`config.mk`:
```
export PLATFORM = sky130hd
export DESIGN_NAME = cau_front
export DESIGN_NICKNAME = d
export VERILOG_FILES = /design/src/rtl/cau_pkg.sv /design/src/rtl/cau_front.sv
export SDC_FILE = /design/constraint.sdc
export NUM_CORES = 1
export LEC_CHECK = 0
export ABC_AREA = 1
export BUFFER_PORTS_ARGS = -buffer_cell sky130_fd_sc_hd__buf_2
export CAP_MARGIN = 30
export CELL_PAD_IN_SITES_DETAIL_PLACEMENT = 0
export CELL_PAD_IN_SITES_GLOBAL_PLACEMENT = 2
export CORE_MARGIN = 8
export CORE_UTILIZATION = 10
export DETAILED_ROUTE_END_ITERATION = 16
export PLACE_DENSITY = 0.95
export SLEW_MARGIN = 30
export SYNTH_ARGS = -nofsm -noshare
export SYNTH_HDL_FRONTEND = slang
export SYNTH_SLANG_ARGS = --single-unit
```
`constraint.sdc`:
```
create_clock -name vclk -period 0.8
set_clock_uncertainty 0.1 [all_clocks]
set_input_delay 0.16 -clock vclk [all_inputs]
set_output_delay 0.16 -clock vclk [all_outputs]
set_load 0.05 [all_outputs]
```
`src/rtl/cau_pkg.sv`:
```
// shared codes, types and default sizes for the complex arithmetic unit
package cau_pkg;

    // default operand format
    localparam int DATA_WIDTH_DEF  = 32;
    localparam int FRAC_BITS_DEF   = 16;
    localparam int QUEUE_DEPTH_DEF = 4;

    // field widths
    localparam int OP_W  = 3;
    localparam int ST_W  = 2;
    localparam int CLS_W = 3;

    // operation codes
    localparam logic [OP_W-1:0] OP_ADD = 3'd0;
    localparam logic [OP_W-1:0] OP_SUB = 3'd1;
    localparam logic [OP_W-1:0] OP_MUL = 3'd2;
    localparam logic [OP_W-1:0] OP_DIV = 3'd3;
    localparam logic [OP_W-1:0] OP_MAG = 3'd4;

    // status codes
    localparam logic [ST_W-1:0] ST_OK  = 2'd0;
    localparam logic [ST_W-1:0] ST_DZ  = 2'd1;
    localparam logic [ST_W-1:0] ST_SAT = 2'd2;

    // request class decided at the front
    typedef enum logic [CLS_W-1:0] {
        CLS_NONE,
        CLS_ADD,
        CLS_SUB,
        CLS_MUL,
        CLS_DIV,
        CLS_MAG,
        CLS_DZ
    } cls_t;

endpackage

```
`src/rtl/cau_front.sv`:
```
// front end: takes requests and classifies them for the back end
module cau_front #(
    parameter int DATA_WIDTH = 32,
    localparam int IN_W  = cau_pkg::OP_W + 4 * DATA_WIDTH,
    localparam int ENT_W = cau_pkg::CLS_W + 4 * DATA_WIDTH
) (
    input  logic             s_tvalid,
    output logic             s_tready,
    input  logic [IN_W-1:0]  s_tdata,   // operation, a_re, a_im, b_re, b_im
    output logic             push_valid,
    input  logic             push_ready,
    output logic [ENT_W-1:0] push_data  // a_re, a_im, b_re, b_im, class
);
    import cau_pkg::*;

    localparam int W = DATA_WIDTH;

    logic [OP_W-1:0] op;
    logic [W-1:0]    ar, ai, br, bi;
    logic            b_zero;
    cls_t            cls;

    // field split
    always_comb begin
        op = s_tdata[OP_W-1:0];
        ar = s_tdata[OP_W +: W];
        ai = s_tdata[OP_W + W +: W];
        br = s_tdata[OP_W + 2*W +: W];
        bi = s_tdata[OP_W + 3*W +: W];
        b_zero = (br == '0) && (bi == '0);
    end

    // classify, divide by zero is settled here
    always_comb begin
        unique case (op)
            OP_ADD:  cls = CLS_ADD;
            OP_SUB:  cls = CLS_SUB;
            OP_MUL:  cls = CLS_MUL;
            OP_DIV:  cls = b_zero ? CLS_DZ : CLS_DIV;
            OP_MAG:  cls = CLS_MAG;
            default: cls = CLS_NONE;
        endcase
    end

    // hand off to the queue
    assign push_valid = s_tvalid;
    assign s_tready   = push_ready;
    assign push_data  = {cls, bi, br, ai, ar};

endmodule

```
# --- Yosys cells after proc, flatten, opt, wreduce, memory -nomap -nowiden ---
# Cells that the tools add are included.
word_totals:
  register_bits: 0
  output_inout_bits: 133
  wordCells: 10
op_classes:
  n_eq_ne: 4
  muxes: 2
  n_reduce_logical: 4
ops:
  columns: ["cell", "n"]
  rows:
  - ["$logic_not 32->1", 2]
  - ["$pmux 3 s5", 1]
  - ["$eq 3x2->1 const B", 2]
  - ["$eq 3x1->1 const B", 1]
  - ["$eq 3x3->1 const B", 1]
  - ["$logic_not 3->1", 1]
  - ["$mux 2", 1]
  - ["$logic_and 1x1->1", 1]

# --- Logic depth before layout (Yosys ltp) ---
# Gate-level depths: netlist (run 1).
depth:
  ltp_word: 4
  depth_mapped: 7

# --- Worst setup path before layout (run 1) ---
# Ideal clock, no wire load.
synth_timing:
  path_kind: "input port to output port"
  from: "input port s_tdata[1]"
  to: "output port push_data[128]"
  t_arrival_ns: 0.939
  required_time_ns: 0.540
  setup_slack_ns: -0.399
  cell_stages: 1
  path_buffers: 0
  path_cell_list: "a21oi_1"
synth_via:
  elab_chain_cells: 2
  word_cells_on_any_way: 6
  classes_between: "4 x eq/ne; 1 x mux; 1 x reduce/logical"
synth_rtl:
  columns: ["item", "line_no", "rtl"]
  rows:
  - ["start, declared", "cau_front.sv:9", "input logic [IN_W-1:0] s_tdata,"]
  - ["$eq 3x3->1, or another cell as far along", "cau_front.sv:35", "unique case (op)"]
  - ["$pmux 3 s5 (*)", "cau_front.sv:35", null]
  - ["end, declared", "cau_front.sv:12", "output logic [ENT_W-1:0] push_data"]
# Mark *: on every way between the ends. The rest lies on a longest branch, timed or not.

# --- Worst setup path in the final report (run 1) ---
layout_timing:
  from: "input port s_tdata[120]"
  to: "output port push_data[129]"
layout_via:
  elab_chain_cells: 4
layout_rtl:
  columns: ["item", "line_no", "rtl"]
  rows:
  - ["$logic_not 32->1", "cau_front.sv:30", "b_zero = (br == '0) && (bi == '0);"]
  - ["$logic_and 1x1->1", "cau_front.sv:30", null]
  - ["$mux 2", "cau_front.sv:39", "OP_DIV: cls = b_zero ? CLS_DZ : CLS_DIV;"]
  - ["$pmux 3 s5", "cau_front.sv:35", null]
# Every way passes these cells.

==> flow_metrics.tcl, run 1 <==
set metrics [dict create \
    ant_nets 0 \
    grt_pass1_vias 1138 \
    grt_use_total_pct 4.12 \
    route.detailed.drc 0 \
    critPathCaptureType "primary output" \
    relSlewSlack_pct 83.0 \
    initial_core_util_pct 10.2 \
    ctsHoldBuffers 0 \
    ioPinCount 266 \
    drt_iter0_drc 7 \
    tightest_slew_ns 0.257 \
    yosysWarnings 0 \
    synth_cell_types 9 \
    whs_ns 0.220 \
    vias 1116 \
    fmax_ghz 0.764 \
    worst_slack_ns -0.510 \
    final_hold_viol_count 0 \
    fin_total_pwr_mw 1.43 \
    powerDensity_nw_per_um2 793 \
    wl_per_cell_um 10.7 \
    first_pass_iters 2 \
    nClkBuffers 0 \
    coreArea_um2 12500 \
    maxSlewViolCount 0 \
    die_width_um 129 \
    final.fill_count 1478 \
    leakage_nw 0.854 \
    post-route-min-period_ns 1.31 \
    netlist_instances 205 \
    setup_viol 4 \
    syn_to_final_growth_pct 41.7 \
    cts_setup_buffers 0 \
    cp.depth 9 \
    crit_chain "buf_2, nor2_1, nand2_1, nor2_2, nand2_1, nor2_2, nand3_2, nand2_4, buf_8" \
    nets 360 \
    seqCellArea_um2 0 \
    path_max_fanout 2 \
    layout-drive-gt1-share_pct 81.8 \
    grt_pass1_wl_mm 5.60 \
    grt_max_degree 5 \
    critPathKind "input pin to primary output" \
    hp-class "input pin to primary output" \
    min_period_over_period_pct 164 \
    n_antenna_cell 0 \
    min_path_cells 0 \
    avgSynthCellArea_um2 6.22 \
    vdd_ir_drop_max_uv 189 \
    gp_congestion 0.716 \
    portBuffers 134 \
    overflow 0 \
    status "finished, violations left" \
    via_per_inst 2.81 \
    crit_path_max_incr_delay_ns 0.14 \
    crit_family "simple AND/OR/NAND/NOR gates" \
    routed_wl_mm 4.24 \
    crit_buf_inv 2 \
    netlist_area_um2 1270 \
    worstPathArrival_ns 1.05 \
    setup_tns_ns -0.904 \
    critPathRequiredTime_ns 0.54 \
    failed_checks "negative setup slack" \
    syn_nets 338 \
    n_sequential_cell 0 \
    die_area_um2 16600 \
    drv_cap 0 \
    multiInputGateArea_um2 428 \
    fin_cells 397 \
    hpwlAfterDp_mm 3.85 \
    antenna_found_initial 0 \
    slowest_stage "buf_8" \
    yosysSeqAreaShare_pct 0 \
    dp.cells 398 \
    dieHeight_um 129 \
    critPathLaunchType "input pin" \
    num_rows 41 \
    rsz0062_at_grt "yes" \
]
[per-stage QoR]
step | setup slack (ns) | util (%) | instance area, um^2
2_1_floorplan | -0.250 | - | 1320
3_3_place_gp | -0.994 | 11.2 | 1400
3_5_place_dp | -0.981 | 11.2 | 1400
4_1_cts | -0.546 | 13.7 | 1720
5_1_grt | -0.595 | 14.4 | 1810
6_report | -0.510 | 14.4 | 1810
[worst paths after layout]
kind	start	end
setup / recovery	s_tdata[120]	push_data[129]
hold / removal	s_tdata[17]	push_data[14]
[cell usage in the layout (no fill, tap or decap), drive strengths merged]
| master | count |
|---|---|
| buf | 147 |
| a21oi | 2 |
| inv | 3 |
| nand2 | 24 |
| nor2 | 42 |
| nor3 | 1 |
| nand3 | 2 |
| clkbuf | 3 |
| clkinv | 1 |
[where the power goes]
| group | internal [mW] | leakage (nW) | switching, mW |
|---|---|---|---|
| clock | 0 | 0 | 0 |
| combinational | 0.518 | 0.854 | 0.914 |
| sequential | 0 | 0 | 0 |
| total | 0.518 | 0.854 | 0.914 |
[per-layer routing]
metal / vias up / global-route usage [%] / wire, um
met5: - / 0 / 0
met4: 0 / 3.25 / 287
met3: 30 / 1.45 / 713
met2: 103 / 7.51 / 1920
met1: 454 / 3.65 / 1320
li1: 529 / - / -
[cells by family (layout without fill, tap and decap cells)]
logic type             after synthesis  count (layout)  share of synthesized area (%)
AOI/OAI and AO/OA                    2               2                          0.785
buffers and inverters              134             154                           77.7
and+or+nand+nor                     69              69                           21.5
[cell usage after synthesis]
cell / instances / area, um^2
clkinv_1: 1 / 3.75
a21oi_1: 2 / 10.0
inv_2: 1 / 3.75
nor3_4: 1 / 16.3
nor2_1: 42 / 158
nand2_1: 24 / 90.1
inv_1: 2 / 7.51
buf_4: 130 / 976
nand3_1: 2 / 10.0
[final cells by class]
type	instances	share of cell area, %
Timing Repair Buffer	150	63.6
Tap cell	172	11.9
Inverter	4	0.831
Multi-Input combinational cell	71	23.7
[timing repair]
action                                  in CTS  in global routing
pin swaps                                   28                 17
endpoints found under the setup margin      16                 12
gates resized for setup                     88                 24
Power figures use the tool's default switching activity.
==> run 2, diff against run 1 <==
clock period = 1.29 ns   (was 0.8 ns; I/O delays follow)
==> flow_metrics.tcl, run 2 (synthesis results as in run 1) <==
set metrics [dict create \
    vias 1106 \
    first_pass_iters 2 \
    layout_common_cells "115 x buf_2, 27 x nor2_1, 20 x nand2_1" \
    relSlewSlack_pct 80.8 \
    seqCellArea_um2 0 \
    setup_viol 1 \
    tightest_slew_ns 0.289 \
    hp-start "s_tdata[22]" \
    swShare_pct 69.7 \
    final_hold_viol_count 0 \
    die_area_um2 16600 \
    n_antenna_cell 0 \
    whs_endpoint "push_data[19]" \
    num_rows 41 \
    fmax_ghz 0.674 \
    slowest_stage "buf_8" \
    rsz0062_at_grt "yes" \
    vdd_ir_drop_max_uv 105 \
    cts_setup_buffers 0 \
    whs_ns 0.416 \
    dieHeight_um 129 \
    final_common_cell "buf_2" \
    p_int_mw 0.235 \
    grt_pass1_vias 1074 \
    maxSlewViolCount 0 \
    cp_common_cell "nand2_1" \
    p_comb_share_pct 100.0 \
    route.detailed.drc 0 \
    routed_wl_mm 4.14 \
    wl_per_cell_um 10.5 \
    min_path_cells 0 \
    grt_use_total_pct 3.97 \
    failed_checks "negative setup slack" \
    overflow 0 \
    grt_max_degree 4 \
    die_width_um 129 \
    nets 357 \
    coreArea_um2 12500 \
    portBuffers 134 \
    post-route-min-period_ns 1.48 \
    crit_buf_inv 2 \
    dp.cells 394 \
    hp-class "input pin to primary output" \
    clkPwrFrac_pct 0 \
    crit_family "simple AND/OR/NAND/NOR gates" \
    min_period_over_period_pct 115 \
    gp_congestion 0.749 \
    drt_iter0_drc 3 \
    crit_chain "buf_6, nor2_4, nand2_1, nor2_2, nand2_1, nor2_1, nand3_2, nand2_2, buf_8" \
    finalInstanceArea_um2 1490 \
    hpwlAfterDp_mm 3.81 \
    n_sequential_cell 0 \
    initial_core_util_pct 10.2 \
    powerDensity_nw_per_um2 521 \
    worst_slack_ns -0.193 \
    critPathRequiredTime_ns 0.93 \
    status "finished, violations left" \
    crit_path_max_incr_delay_ns 0.14 \
    nClkBuffers 0 \
    placed_cell_area_um2 1290 \
    ioPinCount 266 \
    grt_pass1_wl_mm 5.44 \
    p_sw_mw 0.541 \
    critPathCaptureType "primary output" \
    syn_to_final_growth_pct 16.9 \
    fin_cells 394 \
    critPathLaunchType "input pin" \
    seq_power_share_pct 0 \
    drv_cap 0 \
    fin_total_pwr_mw 0.776 \
    via_per_inst 2.81 \
    ant_nets 0 \
    worstPathArrival_ns 1.13 \
    ctsHoldBuffers 0 \
    leakage_nw 0.750 \
    critPathKind "input pin to primary output" \
    path_max_fanout 2 \
    antenna_found_initial 0 \
    layout-drive-gt1-share_pct 77.0 \
]
-- run 2: cell type report --
type | count | area [um^2]
Tap cell | 172 | 215
Inverter | 4 | 17.5
Fill cell | 1519 | 11000
Timing Repair Buffer | 147 | 887
Multi-Input combinational cell | 71 | 370
-- run 2: per-stage QoR --
step                      worst slack [ns]  util (%)  setup TNS, ns
after floorplan                     0.0119         -              0
after global placement              -0.556      10.3         -0.589
after detailed placement            -0.551      10.3         -0.596
after CTS                           -0.259      11.0         -0.259
after global routing                -0.283      11.9         -0.283
final                               -0.193      11.9         -0.193
-- run 2: worst max path at each step --
stage | start | end | slack [ns] | cells after the start
floorplan | s_tdata[120] | push_data[129] | 0.01 | 7
global placement | s_tdata[104] | push_data[129] | -0.56 | 9
detailed placement | s_tdata[104] | push_data[129] | -0.55 | 9
CTS | s_tdata[99] | push_data[129] | -0.26 | 9
global route | s_tdata[126] | push_data[129] | -0.28 | 9
finish | s_tdata[85] | push_data[129] | -0.19 | 9
-- run 2: repair_timing --
item | CTS | global route
resized for setup | 23 | 28
endpoints found under the setup margin | 3 | 2
pin swaps | 14 | 24
-- run 2: power by group through the flow --
stage / Combinational, mW / Sequential, mW / Clock (mW)
2_1_floorplan: 1.15 / 0 / 0
3_5_place_dp: 0.725 / 0 / 0
4_1_cts: 0.750 / 0 / 0
6_report: 0.776 / 0 / 0
3_3_place_gp: 0.725 / 0 / 0
5_1_grt: 0.815 / 0 / 0
-- run 2: per-layer routing --
metal  vias up  global-route usage [%]  wire length (um)
li1        521                       -                 -
met1       460                    3.38              1200
met2        99                    7.85              2110
met3        26                    1.61               670
met4         0                    1.80               157
met5         -                       0                 0
