### config.mk
export PLATFORM = sky130hd
export DESIGN_NAME = cau_queue
export DESIGN_NICKNAME = d
export VERILOG_FILES = /design/src/rtl/cau_queue.sv
export SDC_FILE = /design/constraint.sdc
export NUM_CORES = 1
export LEC_CHECK = 0
export BUFFER_PORTS_ARGS = -buffer_cell sky130_fd_sc_hd__buf_4
export CORE_ASPECT_RATIO = 0.7
export CORE_MARGIN = 8
export CORE_UTILIZATION = 50
export CTS_BUF_LIST = sky130_fd_sc_hd__clkbuf_4
export DETAILED_ROUTE_END_ITERATION = 10
export HOLD_SLACK_MARGIN = 0.15
export MAX_ROUTING_LAYER = met4
export PLACE_DENSITY = 0.85
export SLEW_MARGIN = 0
export SYNTH_ARGS = -nofsm -noshare
export SYNTH_HDL_FRONTEND = slang
export SYNTH_SLANG_ARGS = --single-unit
### constraint.sdc
create_clock -name aclk -period 2.3 [get_ports aclk]
set_input_delay 0.46 -clock aclk [delete_from_list [all_inputs] [get_ports aclk]]
set_output_delay 0.46 -clock aclk [all_outputs]
set_load 0.005 [all_outputs]
### src/rtl/cau_queue.sv
// small request queue between front and back end
module cau_queue #(
    parameter int WIDTH = 8,
    parameter int DEPTH = 4
) (
    input  logic             aclk,
    input  logic             aresetn,
    input  logic             in_valid,
    output logic             in_ready,
    input  logic [WIDTH-1:0] in_data,
    output logic             out_valid,
    input  logic             out_ready,
    output logic [WIDTH-1:0] out_data
);
    localparam int AW = (DEPTH > 1) ? $clog2(DEPTH) : 1;
    localparam int CW = $clog2(DEPTH + 1);

    logic [WIDTH-1:0] mem_reg [DEPTH];
    logic [AW-1:0]    wr_ptr_reg, wr_ptr_next;
    logic [AW-1:0]    rd_ptr_reg, rd_ptr_next;
    logic [CW-1:0]    cnt_reg, cnt_next;
    logic             push, pop;

    // flags
    assign in_ready  = (cnt_reg != CW'(DEPTH));
    assign out_valid = (cnt_reg != '0);
    assign out_data  = mem_reg[rd_ptr_reg];
    assign push      = in_valid && in_ready;
    assign pop       = out_valid && out_ready;

    // pointer and count update
    always_comb begin
        wr_ptr_next = wr_ptr_reg;
        rd_ptr_next = rd_ptr_reg;
        if (push) begin
            wr_ptr_next = (wr_ptr_reg == AW'(DEPTH - 1)) ? '0 : wr_ptr_reg + AW'(1);
        end
        if (pop) begin
            rd_ptr_next = (rd_ptr_reg == AW'(DEPTH - 1)) ? '0 : rd_ptr_reg + AW'(1);
        end
        cnt_next = cnt_reg + CW'(push) - CW'(pop);
    end

    always_ff @(posedge aclk) begin
        if (!aresetn) begin
            wr_ptr_reg <= '0;
            rd_ptr_reg <= '0;
            cnt_reg    <= '0;
        end else begin
            wr_ptr_reg <= wr_ptr_next;
            rd_ptr_reg <= rd_ptr_next;
            cnt_reg    <= cnt_next;
        end
    end

    // storage
    always_ff @(posedge aclk) begin
        if (push) begin
            mem_reg[wr_ptr_reg] <= in_data;
        end
    end

endmodule

# [After elaboration in Yosys (flattened, before gate mapping)]
# Memory sizes are Yosys's and may differ from the RTL's. A register that Yosys moved wholly into a read port is not among the register bits.
# Index checks and enable logic that the tools add are counted.
[word_totals] register_bits=7 mem_bits_rw=32 out_inout_bits=10 mem_count=1 inputBits=12
[op_classes] n_reduce_logical=3 n_addsub=4 n_mux=6 n_eq_ne=3
[mem_list] memory="mem_reg" words=4 word_bits=8 read_ports=1 rd_clocked_by_memory_dff=1 write_ports=1 line="18" source="logic [WIDTH-1:0] mem_reg [DEPTH];"
[op_table] op="$mux W2" count=4
[op_table] op="$add A2 B1 Y2 const B" count=2
[op_table] op="$eq A2 B2 Y1 const B" count=2
[op_table] op="$add A3 B1 Y3" count=1
[op_table] op="$ne A3 B3 Y1 const B" count=1
[op_table] op="$reduce_bool A3 Y1" count=1
[op_table] op="$sub A3 B1 Y3" count=1
[op_table] op="$logic_and A1 B1 Y1" count=2
[op_table] op="$mux W1" count=2

# [Longest topological paths before layout]
# Gate-level depths: netlist of run 1.
[logic_depth] depth_word=4 ltp_mapped=12 ltp_nobuf=11

# [Worst setup path after synthesis of run 1]
# OpenSTA, ideal clock, no wires.
[synth_path] path_kind="reg-to-reg" start="register cnt_reg[1]" end="register cnt_reg[2]" stages_incl_launch_ff=13 arrival_time_ns=2.244 setup_slack_ns=-0.059 cell_sequence="dfxtp_1 -> or3b_1 -> buf_6 -> and2_4 -> inv_1 -> ha_1 -> inv_1 -> ha_1 -> inv_1 -> fa_1 -> xnor2_1 -> xnor2_1 -> and2_1"
[synth_via] elab_chain_cells=4 word_cells_on_any_way=6 classes_between="add/sub (2); eq/ne (1); reduce/logical (3)"
[synth_lines] element="start, declared" line="21" source="logic [CW-1:0] cnt_reg, cnt_next;"
[synth_lines] element="start signal, assigned" line="52" source="cnt_reg <= cnt_next;"
[synth_lines] element="$ne A3 B3 Y1" line="25" source="assign in_ready = (cnt_reg != CW'(DEPTH));"
[synth_lines] element="net in_ready" line="9" source="output logic in_ready,"
[synth_lines] element="$logic_and A1 B1 Y1" line="28" source="assign push = in_valid && in_ready;"
[synth_lines] element="$add A3 B1 Y3" line="41" source="cnt_next = cnt_reg + CW'(push) - CW'(pop);"
[synth_lines] element="$sub A3 B1 Y3" line="41"
# The timed path passes the listed nets, and every way through them passes these cells.
# A chain may end at the register's enable or synchronous reset.

# [Final worst setup path of run 1]
[layout_path] start="register cnt_reg[1]" end="register cnt_reg[2]"
[layout_via] elab_chain_cells=4 word_cells_on_any_way=6 classes_between="add/sub (2); eq/ne (1); reduce/logical (3)"
[layout_lines] element="$ne A3 B3 Y1" line="25"
[layout_lines] element="$logic_and A1 B1 Y1" line="28"
[layout_lines] element="$add A3 B1 Y3" line="41"
[layout_lines] element="$sub A3 B1 Y3 *" line="41"
# Mark *: on every way between the ends. The rest lies on a longest branch, timed or not.

==> metrics.md, run 1 <==
| Metric | Value |
|---|---|
| Cell leakage power | `0.739 nW` |
| Remaining antenna violation count | `0` |
| Gr usage total | `0.124` |
| DIE WIDTH | `84.4 um` |
| CTS tree | `yes` |
| Ys flop type | `edfxtp_1` |
| Layout cells sized above 1 | `0.468` |
| Largest net degree at the start of global routing | `13` |
| Crit-path most repeated cell | `inv_2` |
| Run status | `complete, no violations` |
| Crit path cell chain | `or3b_4 -> and2_4 -> inv_2 -> ha_4 -> inv_2 -> ha_4 -> inv_2 -> fa_2 -> xnor2_2 -> xnor2_1 -> and2_1` |
| Total grt overflow | `0` |
| Synth Register Bits | `41` |
| Max Root-Sink Buffers | `2` |
| Post-detailed-route wirelength per cell | `18.3 um` |
| Post-synth top area share | `0.586` |
| Layout fillers | `220` |
| Worst skew pair latency | `0.35 ns` |
| Cts bufs inserted | `5` |
| Power Dens Cells | `998 nW/um2` |
| Die Footprint | `5400 um2` |
| Top Metal Used | `met4` |
| Antenna violations before repair | `0` |
| Crit Path Max Fanout | `2` |
| Commonest non-fill, non-tap cells in the layout | `32 x edfxtp_1, 28 x buf_4, 8 x mux4_2` |
| DRT iter0 DRCs | `60` |
| IO Port Bufs | `21` |
| Core area | `3150 um2` |
| Half-perimeter wire length after placement | `2060 um` |
| Mapped Area | `1640 um2` |
| Slew @ Worst Pin | `0.453 ns` |
| Final setup skew | `0.0160 ns` |
| # hold bufs at CTS | `0` |
| HP Class | `in2reg` |
| Non-Filler Instances | `164` |
| Number of top-level pins | `22` |
| Crit path buf inv count | `3` |
| Max-slew headroom | `0.698` |
| Yosys warning total | `0` |
| Worst Setup End Kind | `register` |
| EDFF count, synth | `32` |
| WL met3 | `171 um` |
| Max reg flops | `32` |
| Detailed-route vias per instance | `5.37` |
| First-pass GRT wire length | `4830 um` |
| CP peak stage delay | `0.39 ns` |
| Distinct cells, synth | `26` |
| Final count of hold timing violations | `0` |
| CTS Root Cell | `clkbuf_4` |
| CTS sink count | `41` |
| Cells after synthesis | `94` |
| Vias in the first global route | `967` |
| Post-route DRC | `0` |
| Wire length on met2 | `1490 um` |
| Max_cap viols | `0` |
| Setup TNS | `0 ns` |
| CP Data Arrival Time | `2.48 ns` |
| Worst Path Required | `2.55 ns` |
| Async SR Flop Fraction | `0` |
| Placed Cells | `152` |
| Commonest non-fill, non-tap cell in the layout | `edfxtp_1` |
| Class of the most critical setup path | `reg2reg` |
| Clock transition at path regs | `0.12 ns` |
| F_max | `450 MHz` |
| Final wirelength | `3000 um` |
| CP max-delay cell | `fa_2` |
| H-tree levels | `2` |
| Sequential share of the synthesized area | `0.696` |
| Row count | `17` |
| Minimum clock period | `2.22 ns` |
| Syn Area/Cell | `17.4 um2` |
| Vias | `881` |
| Max VDD drop | `0.497 mV` |
| Period utilisation layout | `0.967` |
| M1 WL | `1290 um` |
| Nets@finish | `145` |
| Final setup viols | `0` |
| Number of diodes | `0` |
| First-pass DRT Iterations | `4` |
| Placer congestion estimate | `0.710` |
| Area delta synth->final | `21.2%` |
| Die Y-Extent | `63.9 um` |
| Mapped Nets | `114` |
| CP Launch Type | `register` |
| Synth top area cells | `edfxtp_1 59%, dfxtp_1 11%, mux4_2 11%` |
| Initial Util | `0.521` |
| Top cell type by total area after synthesis | `edfxtp_1` |
| Critical path's top delay family | `adder cells` |
| Max-slew violations | `0` |
## per-stage QoR
step,utilization,hold slack (ns),total power [W],area (um2),setup WS (ns)
global placement,0.587,0.495,0.00150,1850,0.102
floorplan,-,0.468,0.00130,1640,0.0220
CTS,0.616,0.281,0.00195,1940,0.00755
detailed placement,0.587,0.502,0.00154,1850,0.00599
global route,0.631,0.266,0.00210,1990,-0.00549
finish,0.631,0.305,0.00198,1990,0.0757
## area by class of cell
class / instances / area [um2] / area share
Sequential cell: 41 / 1150 / 0.577
Multi-Input combinational cell: 43 / 503 / 0.253
Timing Repair Buffer: 28 / 210 / 0.106
Clock buffer: 7 / 52.6 / 0.0264
Tap cell: 38 / 47.5 / 0.0239
Inverter: 6 / 22.5 / 0.0113
Clock inverter: 1 / 3.75 / 0.00189
## where the power goes
part           leakage [nW]  internal, W  switching, W
logic                 0.337     0.000377      0.000275
clock network        0.0338     0.000141      0.000219
registers             0.368     0.000911     0.0000607
total                 0.739      0.00143      0.000554
## synth_stat cells, drive strengths merged (3+ instances only)
cell type and count:
and3 4, edfxtp 32, buf 3, inv 6, and2 3, dfxtp 9, mux4 8, o21ai 3
nand2 5, ha 7
## what timing repair did
| item | in CTS | in global routing |
|---|---|---|
| gates cloned | 0 | 0 |
| buffers inserted | 3 | 1 |
| pin swaps | 0 | 4 |
| setup endpoints to repair | 1 | 1 |
| gates resized for setup | 3 | 9 |
## final timing paths
kind / from / end / slack (ns) / depth (start not counted)
max: cnt_reg[1] / cnt_reg[2] / 0.08 / 11
min: in_data[1] / mem_reg[2][1] / 0.30 / 1
max reg2reg: cnt_reg[1] / cnt_reg[2] / 0.08 / 11
min reg2reg: wr_ptr_reg[1] / wr_ptr_reg[1] / 0.52 / 2
## kinds of logic (layout without fill, tap and decap cells)
| family | Yosys count | after routing | share of synthesized area |
|---|---|---|---|
| and+or+nand+nor | 20 | 20 | 0.0695 |
| adders and majority gates | 8 | 8 | 0.0656 |
| buffers and inverters | 10 | 42 | 0.0282 |
| DFF | 41 | 41 | 0.696 |
| AOI/OAI and AO/OA | 4 | 4 | 0.0137 |
| muxes | 9 | 9 | 0.116 |
| xor gates and xnor gates | 2 | 2 | 0.0107 |
## layer usage
layer / vias up / global-route usage
met1: 436 / 0.132
met3: 6 / 0.0587
met2: 27 / 0.189
met5: - / -
li1: 412 / -
met4: 0 / 0.0684
Note: power is estimated with default switching activity, not from simulation.
==> run 2, diff against run 1 <==
Settings changed: ABC_AREA set to 1, PLACE_DENSITY 0.85 to 0.84.
==> run 2 against run 1 <==
Effect of this change: core utilization is 1.2 points lower; sequential share of layout area hardly changed; total power is 5.8% higher; critical endpoint is now out_data[5]; flip-flop and latch count stayed put; synthesized area is 3.5% higher; setup slack better by 0.18 ns; combinational power is 11% higher; maximum frequency is 8.7% higher; highest routed layer unchanged; synthesized cell count is 48% higher; via count is 24% higher; non-clock buffer count is 2 lower; worst hold slack better by 0.010 ns.
==> metrics.md, run 2 <==
| Metric | Value |
|---|---|
| HP Class | `in2reg` |
| Detailed-route vias per instance | `5.22 (-2.7%)` |
| Worst hold slack | `0.315 ns (+0.0104 ns)` |
| Top cell type by total area after synthesis | `edfxtp_1` |
| Commonest non-fill, non-tap cell in the layout | `edfxtp_1` |
| Commonest non-fill, non-tap cells in the layout | `32 x edfxtp_1, 29 x nor2_1, 26 x buf_4` |
| Synth top area cells | `edfxtp_1 57%, dfxtp_1 11%, nor2_1 6.4%` |
| CTS sink count | `41 (unchanged)` |
| Die Y-Extent | `64.7 um (+1.3%)` |
| CP Launch Type | `register` |
| Reg2reg start | `cnt_reg[1]` |
| RR Endpoint | `cnt_reg[1]` |
| Synth Register Bits | `41 (unchanged)` |
| Post-route DRC | `0 (unchanged)` |
| Number of top-level pins | `22 (unchanged)` |
| Vias in the first global route | `1,157 (+20%)` |
| Cts bufs inserted | `5 (unchanged)` |
| First-pass DRT Iterations | `4 (unchanged)` |
| Setup TNS | `0 ns (unchanged)` |
| Switching part of the total | `0.326 (+0.0471)` |
| Part of the power in registers | `0.482 (-0.008)` |
| Global-route met3 utilization | `0.0390 (-0.0197)` |
| Slew @ Worst Pin | `0.369 ns (-0.0846 ns)` |
| RSZ-0062 raised after global routing | `false` |
| Final wirelength | `3200 um (+6.8%)` |
| Placed instance area | `1920 um2 (+3.7%)` |
| Reg2reg setup slack | `0.35 ns (+0.27 ns)` |
| Layout cells sized above 1 | `0.257 (-0.211)` |
| Most used routing layer | `met2` |
| Initial Util | `0.532 (+0.0111)` |
| Class of the most critical setup path | `reg2out` |
| Placer congestion estimate | `0.832 (+17%)` |
| Sequential share of the synthesized area | `0.673 (-0.0236)` |
| Largest net degree at the start of global routing | `17 (+4)` |
| Max-slew violations | `0 (unchanged)` |
| Met1 Resource Use GR | `0.136 (+0.00362)` |
| First-pass GRT wire length | `5280 um (+9.3%)` |
| Vias | `1,092 (+24%)` |
| Nets@finish | `190 (+31%)` |
| Die Footprint | `5540 um2 (+2.7%)` |
| Worst skew pair latency | `0.34 ns (about the same)` |
| Worst Setup End Kind | `output pin` |
| Max Root-Sink Buffers | `2 (unchanged)` |
| Hold Path End | `mem_reg[1][6]` |
| CTS Root Cell | `clkbuf_4` |
| Layout fillers | `254 (+15%)` |
| Post-detailed-route wirelength per cell | `15.3 um (-16%)` |
| Switching power | `0.000685 W (+24%)` |
| Async SR Flop Fraction | `0 (unchanged)` |
| # hold bufs at CTS | `0 (unchanged)` |
| Worst Path Required | `1.84 ns (-0.71 ns)` |
| Design Area, Final | `1980 um2 (-0.50%)` |
| EDFF count, synth | `32 (unchanged)` |
| Syn Area/Cell | `12.2 um2 (-30%)` |
| Run status | `complete, no violations` |
| Total chip power | `0.00210 W (+5.8%)` |
| Gr usage total | `0.129 (+0.00440)` |
| Max-slew headroom | `0.754 (+0.0561)` |
| DRT iter0 DRCs | `91 (+52%)` |
| Buffers inserted during post-CTS setup optimization | `0 (-3)` |
| Antenna violations before repair | `0 (unchanged)` |
| Period utilisation layout | `0.890 (-0.0773)` |
| Total grt overflow | `0 (unchanged)` |
| Met2 usage | `0.216 (+0.0270)` |
| Distinct cells, synth | `23 (-12%)` |
| Row count | `17 (unchanged)` |
| Max_cap viols | `0 (unchanged)` |
| Final count of hold timing violations | `0 (unchanged)` |
| CTS resizes | `0 (-3)` |
| Ys flop type | `edfxtp_1` |
| Crit Path Max Fanout | `16 (+14)` |
| Final setup viols | `0 (unchanged)` |
| Fin util | `0.620 (-0.0116)` |
| Power Dens Cells | `1060 nW/um2 (+6.3%)` |
| Remaining antenna violation count | `0 (unchanged)` |
| Cell leakage power | `0.792 nW (+7.1%)` |
| Number of diodes | `0 (unchanged)` |
| F_max | `489 MHz (+8.7%)` |
| CTS tree | `yes` |
| Area delta synth->final | `16.5%` |
| Int Pwr | `0.00141 W (-1.1%)` |
| Mapped Nets | `159 (+39%)` |
| Max reg flops | `32 (unchanged)` |
| IO Port Bufs | `21 (unchanged)` |
| CP Data Arrival Time | `1.59 ns (-0.89 ns)` |
| Clock transition at path regs | `0.11 ns (about the same)` |
| Reg2Reg Depth | `9 (-2)` |
| Combinational share of power | `0.343 (+0.015)` |
| Minimum clock period | `2.05 ns (-0.178 ns)` |
| Half-perimeter wire length after placement | `2310 um (+12%)` |
| Top cells by count, synth | `32 x edfxtp_1, 29 x nor2_1, 13 x inv_1` |
| Count leader, synth | `edfxtp_1` |
| Worst Hold Path Cells | `1 (unchanged)` |
| Core area | `3190 um2 (+1.4%)` |
| DIE WIDTH | `85.6 um (+1.4%)` |
| H-tree levels | `2 (unchanged)` |
| Clk pwr share | `0.175 (-0.007)` |
| Min-delay src | `in_data[6]` |
| Post-synth top area share | `0.566 (-0.0199)` |
| Cells after synthesis | `139 (+48%)` |
| Mapped Area | `1700 um2 (+3.5%)` |
| Yosys warning total | `0 (unchanged)` |
| Max VDD drop | `0.501 mV (+1.0%)` |
| Final setup skew | `0.00726 ns (-0.00876 ns)` |
[run 2: changes by cell type in the layout (fill, tap and decap cells not counted), sizes merged, moves of 2 or more]
cell,delta
nor2,+30
o21ai,+13
inv,+8
mux4,-8
o22ai,+8
nand2,+6
and3,-4
and2,-3
buf,-2
nand3b,+2
[run 2: final cells by class]
type / instances / area, um2 / share of cell area
flip-flops and latches: 41 / 1140 / 0.577
repair buffers: 26 / 195 / 0.0987
well taps: 38 / 47.5 / 0.0241
clock buffers: 8 / 60.1 / 0.0304
inverters: 14 / 52.6 / 0.0266
multi-input cells: 82 / 480 / 0.243
[run 2: kinds of logic after synthesis]
logic type,count (synthesis),share of synthesized area
AO/OA/AOI/OAI,26,0.0907
XOR/XNOR,1,0.00516
adder cells (fa/ha/maj),8,0.0634
buffers and inverters,16,0.0442
flip-flops,41,0.673
AND/OR/NAND/NOR,47,0.124
[run 2: power groups by stage]
stage          sequential (W)  combinational [W]  clock [W]
2_1_floorplan        0.000999           0.000435          0
3_3_place_gp          0.00102           0.000682          0
3_5_place_dp          0.00103           0.000723          0
4_1_cts               0.00101           0.000726   0.000374
5_1_grt               0.00102           0.000820   0.000416
6_report              0.00101           0.000720   0.000367
[run 2: metal layers]
metal | part of all wire | vias up
met2 | 0.51 | 32
met5 | 0 | -
li1 | - | 538
met1 | 0.41 | 518
met4 | 0.012 | 0
met3 | 0.070 | 4
[run 2: worst max-delay path: stages (launching register included)]
cell and delay [ns]:
dfxtp_1 0.56, inv_2 0.22, o21ai_0 0.22, o22ai_1 0.11
buf_4 0.15
[run 2: per-stage QoR]
stage | setup WS (ns) | std cells
6_report | 0.253 | 209
5_1_grt | 0.115 | 209
4_1_cts | 0.267 | 209
3_5_place_dp | 0.364 | 201
3_3_place_gp | 0.415 | 201
2_1_floorplan | 0.496 | 139
[run 2: worst max-delay path by stage]
stage / from / end / slack, ns / cells past startpoint
after floorplan: cnt_reg[1] / cnt_reg[2] / 0.50 / 12
after global placement: out_ready / cnt_reg[2] / 0.41 / 11
after detailed placement: out_ready / cnt_reg[1] / 0.36 / 8
after CTS: register / out_data[6] / 0.27 / 4
after global routing: register / out_data[3] / 0.11 / 4
final: register / out_data[5] / 0.25 / 4
==> run 3, diff against run 2 <==
--- a/config.mk
+++ b/config.mk
@@ -11,3 +11,3 @@
 export CORE_MARGIN = 8
-export CORE_UTILIZATION = 50
+export CORE_UTILIZATION = 45
 export CTS_BUF_LIST = sky130_fd_sc_hd__clkbuf_4
@@ -15,4 +15,3 @@
 export HOLD_SLACK_MARGIN = 0.15
-export MAX_ROUTING_LAYER = met4
-export PLACE_DENSITY = 0.84
+export PLACE_DENSITY = 0.78
 export SLEW_MARGIN = 0
--- a/constraint.sdc
+++ b/constraint.sdc
@@ -3,2 +3,2 @@
 set_output_delay 0.46 -clock aclk [all_outputs]
-set_load 0.005 [all_outputs]
+set_load 0.1 [all_outputs]
==> run 3 against run 2 <==
Effect of this change: clock skew grew 0.0042 ns; core utilization shrank 4.6 points; largest cell class unchanged; final area grew 3.2%; global-route usage shrank 1.2 points; die area grew 8.7%.
==> metrics.md, run 3 (same netlist as run 2, synthesis figures left out) <==
| Metric | Value |
|---|---|
| Row count | `18 (+1)` |
| CTS sink count | `41 (unchanged)` |
| Nets@finish | `190 (unchanged)` |
| Final count of hold timing violations | `0 (unchanged)` |
| Die Y-Extent | `67.4 um (+4.1%)` |
| Vias in the first global route | `1,091 (-5.7%)` |
| First-pass GRT wire length | `5150 um (-2.3%)` |
| Max-slew headroom | `0.789 (+0.0354)` |
| Number of diodes | `0 (unchanged)` |
| Worst skew pair latency | `0.34 ns (about the same)` |
| RSZ-0062 raised after global routing | `false` |
| Post-route DRC | `0 (unchanged)` |
| Gr usage total | `0.117 (-0.0118)` |
| Layout cells sized above 1 | `0.304 (+0.0468)` |
| Worst Path Required | `1.84 ns (about the same)` |
| Minimum clock period | `2.13 ns (+0.0814 ns)` |
| DRT iter0 DRCs | `82 (-9.9%)` |
| Largest net degree at the start of global routing | `17 (unchanged)` |
| Reg2Reg Depth | `12 (+3)` |
| Reg2reg start | `cnt_reg[1]` |
| Max Root-Sink Buffers | `2 (unchanged)` |
| Max reg flops | `32 (unchanged)` |
| Buffers inserted during post-CTS setup optimization | `0 (unchanged)` |
| CTS resizes | `0 (unchanged)` |
| RR Endpoint | `cnt_reg[2]` |
| Area delta synth->final | `20.2%` |
| Final setup skew | `0.0115 ns (+0.00419 ns)` |
| Commonest non-fill, non-tap cells in the layout | `32 x edfxtp_1, 29 x nor2_1, 26 x buf_4` |
| Cts bufs inserted | `5 (unchanged)` |
| Initial Util | `0.477 (-0.0550)` |
| Run status | `complete, no violations` |
| Antenna violations before repair | `0 (unchanged)` |
| CTS Root Cell | `clkbuf_4` |
| CTS tree | `yes` |
| Reg2reg setup slack | `0.39 ns (+0.04 ns)` |
| Number of top-level pins | `22 (unchanged)` |
| DIE WIDTH | `89.4 um (+4.4%)` |
| H-tree levels | `2 (unchanged)` |
| Vias | `1,075 (-1.6%)` |
| CP Launch Type | `register` |
| Commonest non-fill, non-tap cell in the layout | `edfxtp_1` |
| Worst Setup End Kind | `output pin` |
| Worst Hold Path Cells | `1 (unchanged)` |
| Max_cap viols | `0 (unchanged)` |
| Final setup viols | `0 (unchanged)` |
| Slew @ Worst Pin | `0.316 ns (-0.0530 ns)` |
| Clock transition at path regs | `0.12 ns (about the same)` |
| Placer congestion estimate | `0.793 (-4.6%)` |
| Period utilisation layout | `0.925 (+0.0354)` |
| Total grt overflow | `0 (unchanged)` |
| Post-detailed-route wirelength per cell | `14.1 um (-7.9%)` |
| # hold bufs at CTS | `0 (unchanged)` |
| HP Class | `in2reg` |
| Remaining antenna violation count | `0 (unchanged)` |
| CP Data Arrival Time | `1.67 ns (+0.08 ns)` |
| Final wirelength | `3120 um (-2.7%)` |
| Setup TNS | `0 ns (unchanged)` |
| Max-slew violations | `0 (unchanged)` |
| Die Footprint | `6020 um2 (+8.7%)` |
| Hold Path End | `mem_reg[1][2]` |
| Half-perimeter wire length after placement | `2180 um (-5.7%)` |
| Detailed-route vias per instance | `4.86 (-6.9%)` |
| Min-delay src | `in_data[2]` |
| Core area | `3560 um2 (+12%)` |
| Crit Path Max Fanout | `9 (-7)` |
| First-pass DRT Iterations | `5 (+1)` |
| Class of the most critical setup path | `reg2out` |
| IO Port Bufs | `21 (unchanged)` |
| F_max | `470 MHz (-3.8%)` |
run 3: cell count changes in the layout (fill, tap and decap cells not counted), sizes merged:
| cell | delta |
|---|---|
| clkbuf | -1 |
| clkinv | +1 |
run 3: final cells by class:
type                       instances  area, um2
clock inverter                     1       3.75
inverter                          14       52.6
timing repair buffer              26        195
tap                               50       62.6
sequential                        41       1140
multi-input combinational         82        531
clock buffer                       7       52.6
fill                             312       1520
run 3: worst max-delay path, stage by stage (launching register included):
cell     delay, ns
dfxtp_1       0.42
inv_1         0.29
o21ai_0       0.17
o22ai_2       0.14
buf_4         0.32
run 3: through the flow:
step | util | cell area (um2) | cells | hold WS [ns] | setup slack [ns]
after global placement | 0.557 | 1980 | 213 | 0.514 | 0.418
after global routing | 0.573 | 2040 | 221 | 0.288 | 0.0469
after CTS | 0.573 | 2040 | 221 | 0.302 | 0.103
final | 0.573 | 2040 | 221 | 0.309 | 0.172
after detailed placement | 0.557 | 1980 | 213 | 0.504 | 0.370
after floorplan | - | 1750 | 139 | 0.479 | 0.0910
run 3: routing by layer:
metal | part of all wire | global-route usage | wire length (um)
met1 | 0.47 | 0.140 | 1450
met2 | 0.46 | 0.184 | 1440
met3 | 0.048 | 0.0424 | 151
met4 | 0.022 | 0.0577 | 69
met5 | 0 | 0 | 0
run 3: how the worst max path moves through the flow:
stage	cells past startpoint	endpoint
4_1_cts	4	out_data[0]
5_1_grt	4	out_data[2]
3_3_place_gp	11	cnt_reg[2]
6_report	4	out_data[0]
3_5_place_dp	11	cnt_reg[2]
2_1_floorplan	12	cnt_reg[2]
Power of run 3 is left out: the tool's default activity adds up to more than one toggle a clock period on the data nets, which glitch-free logic cannot reach.
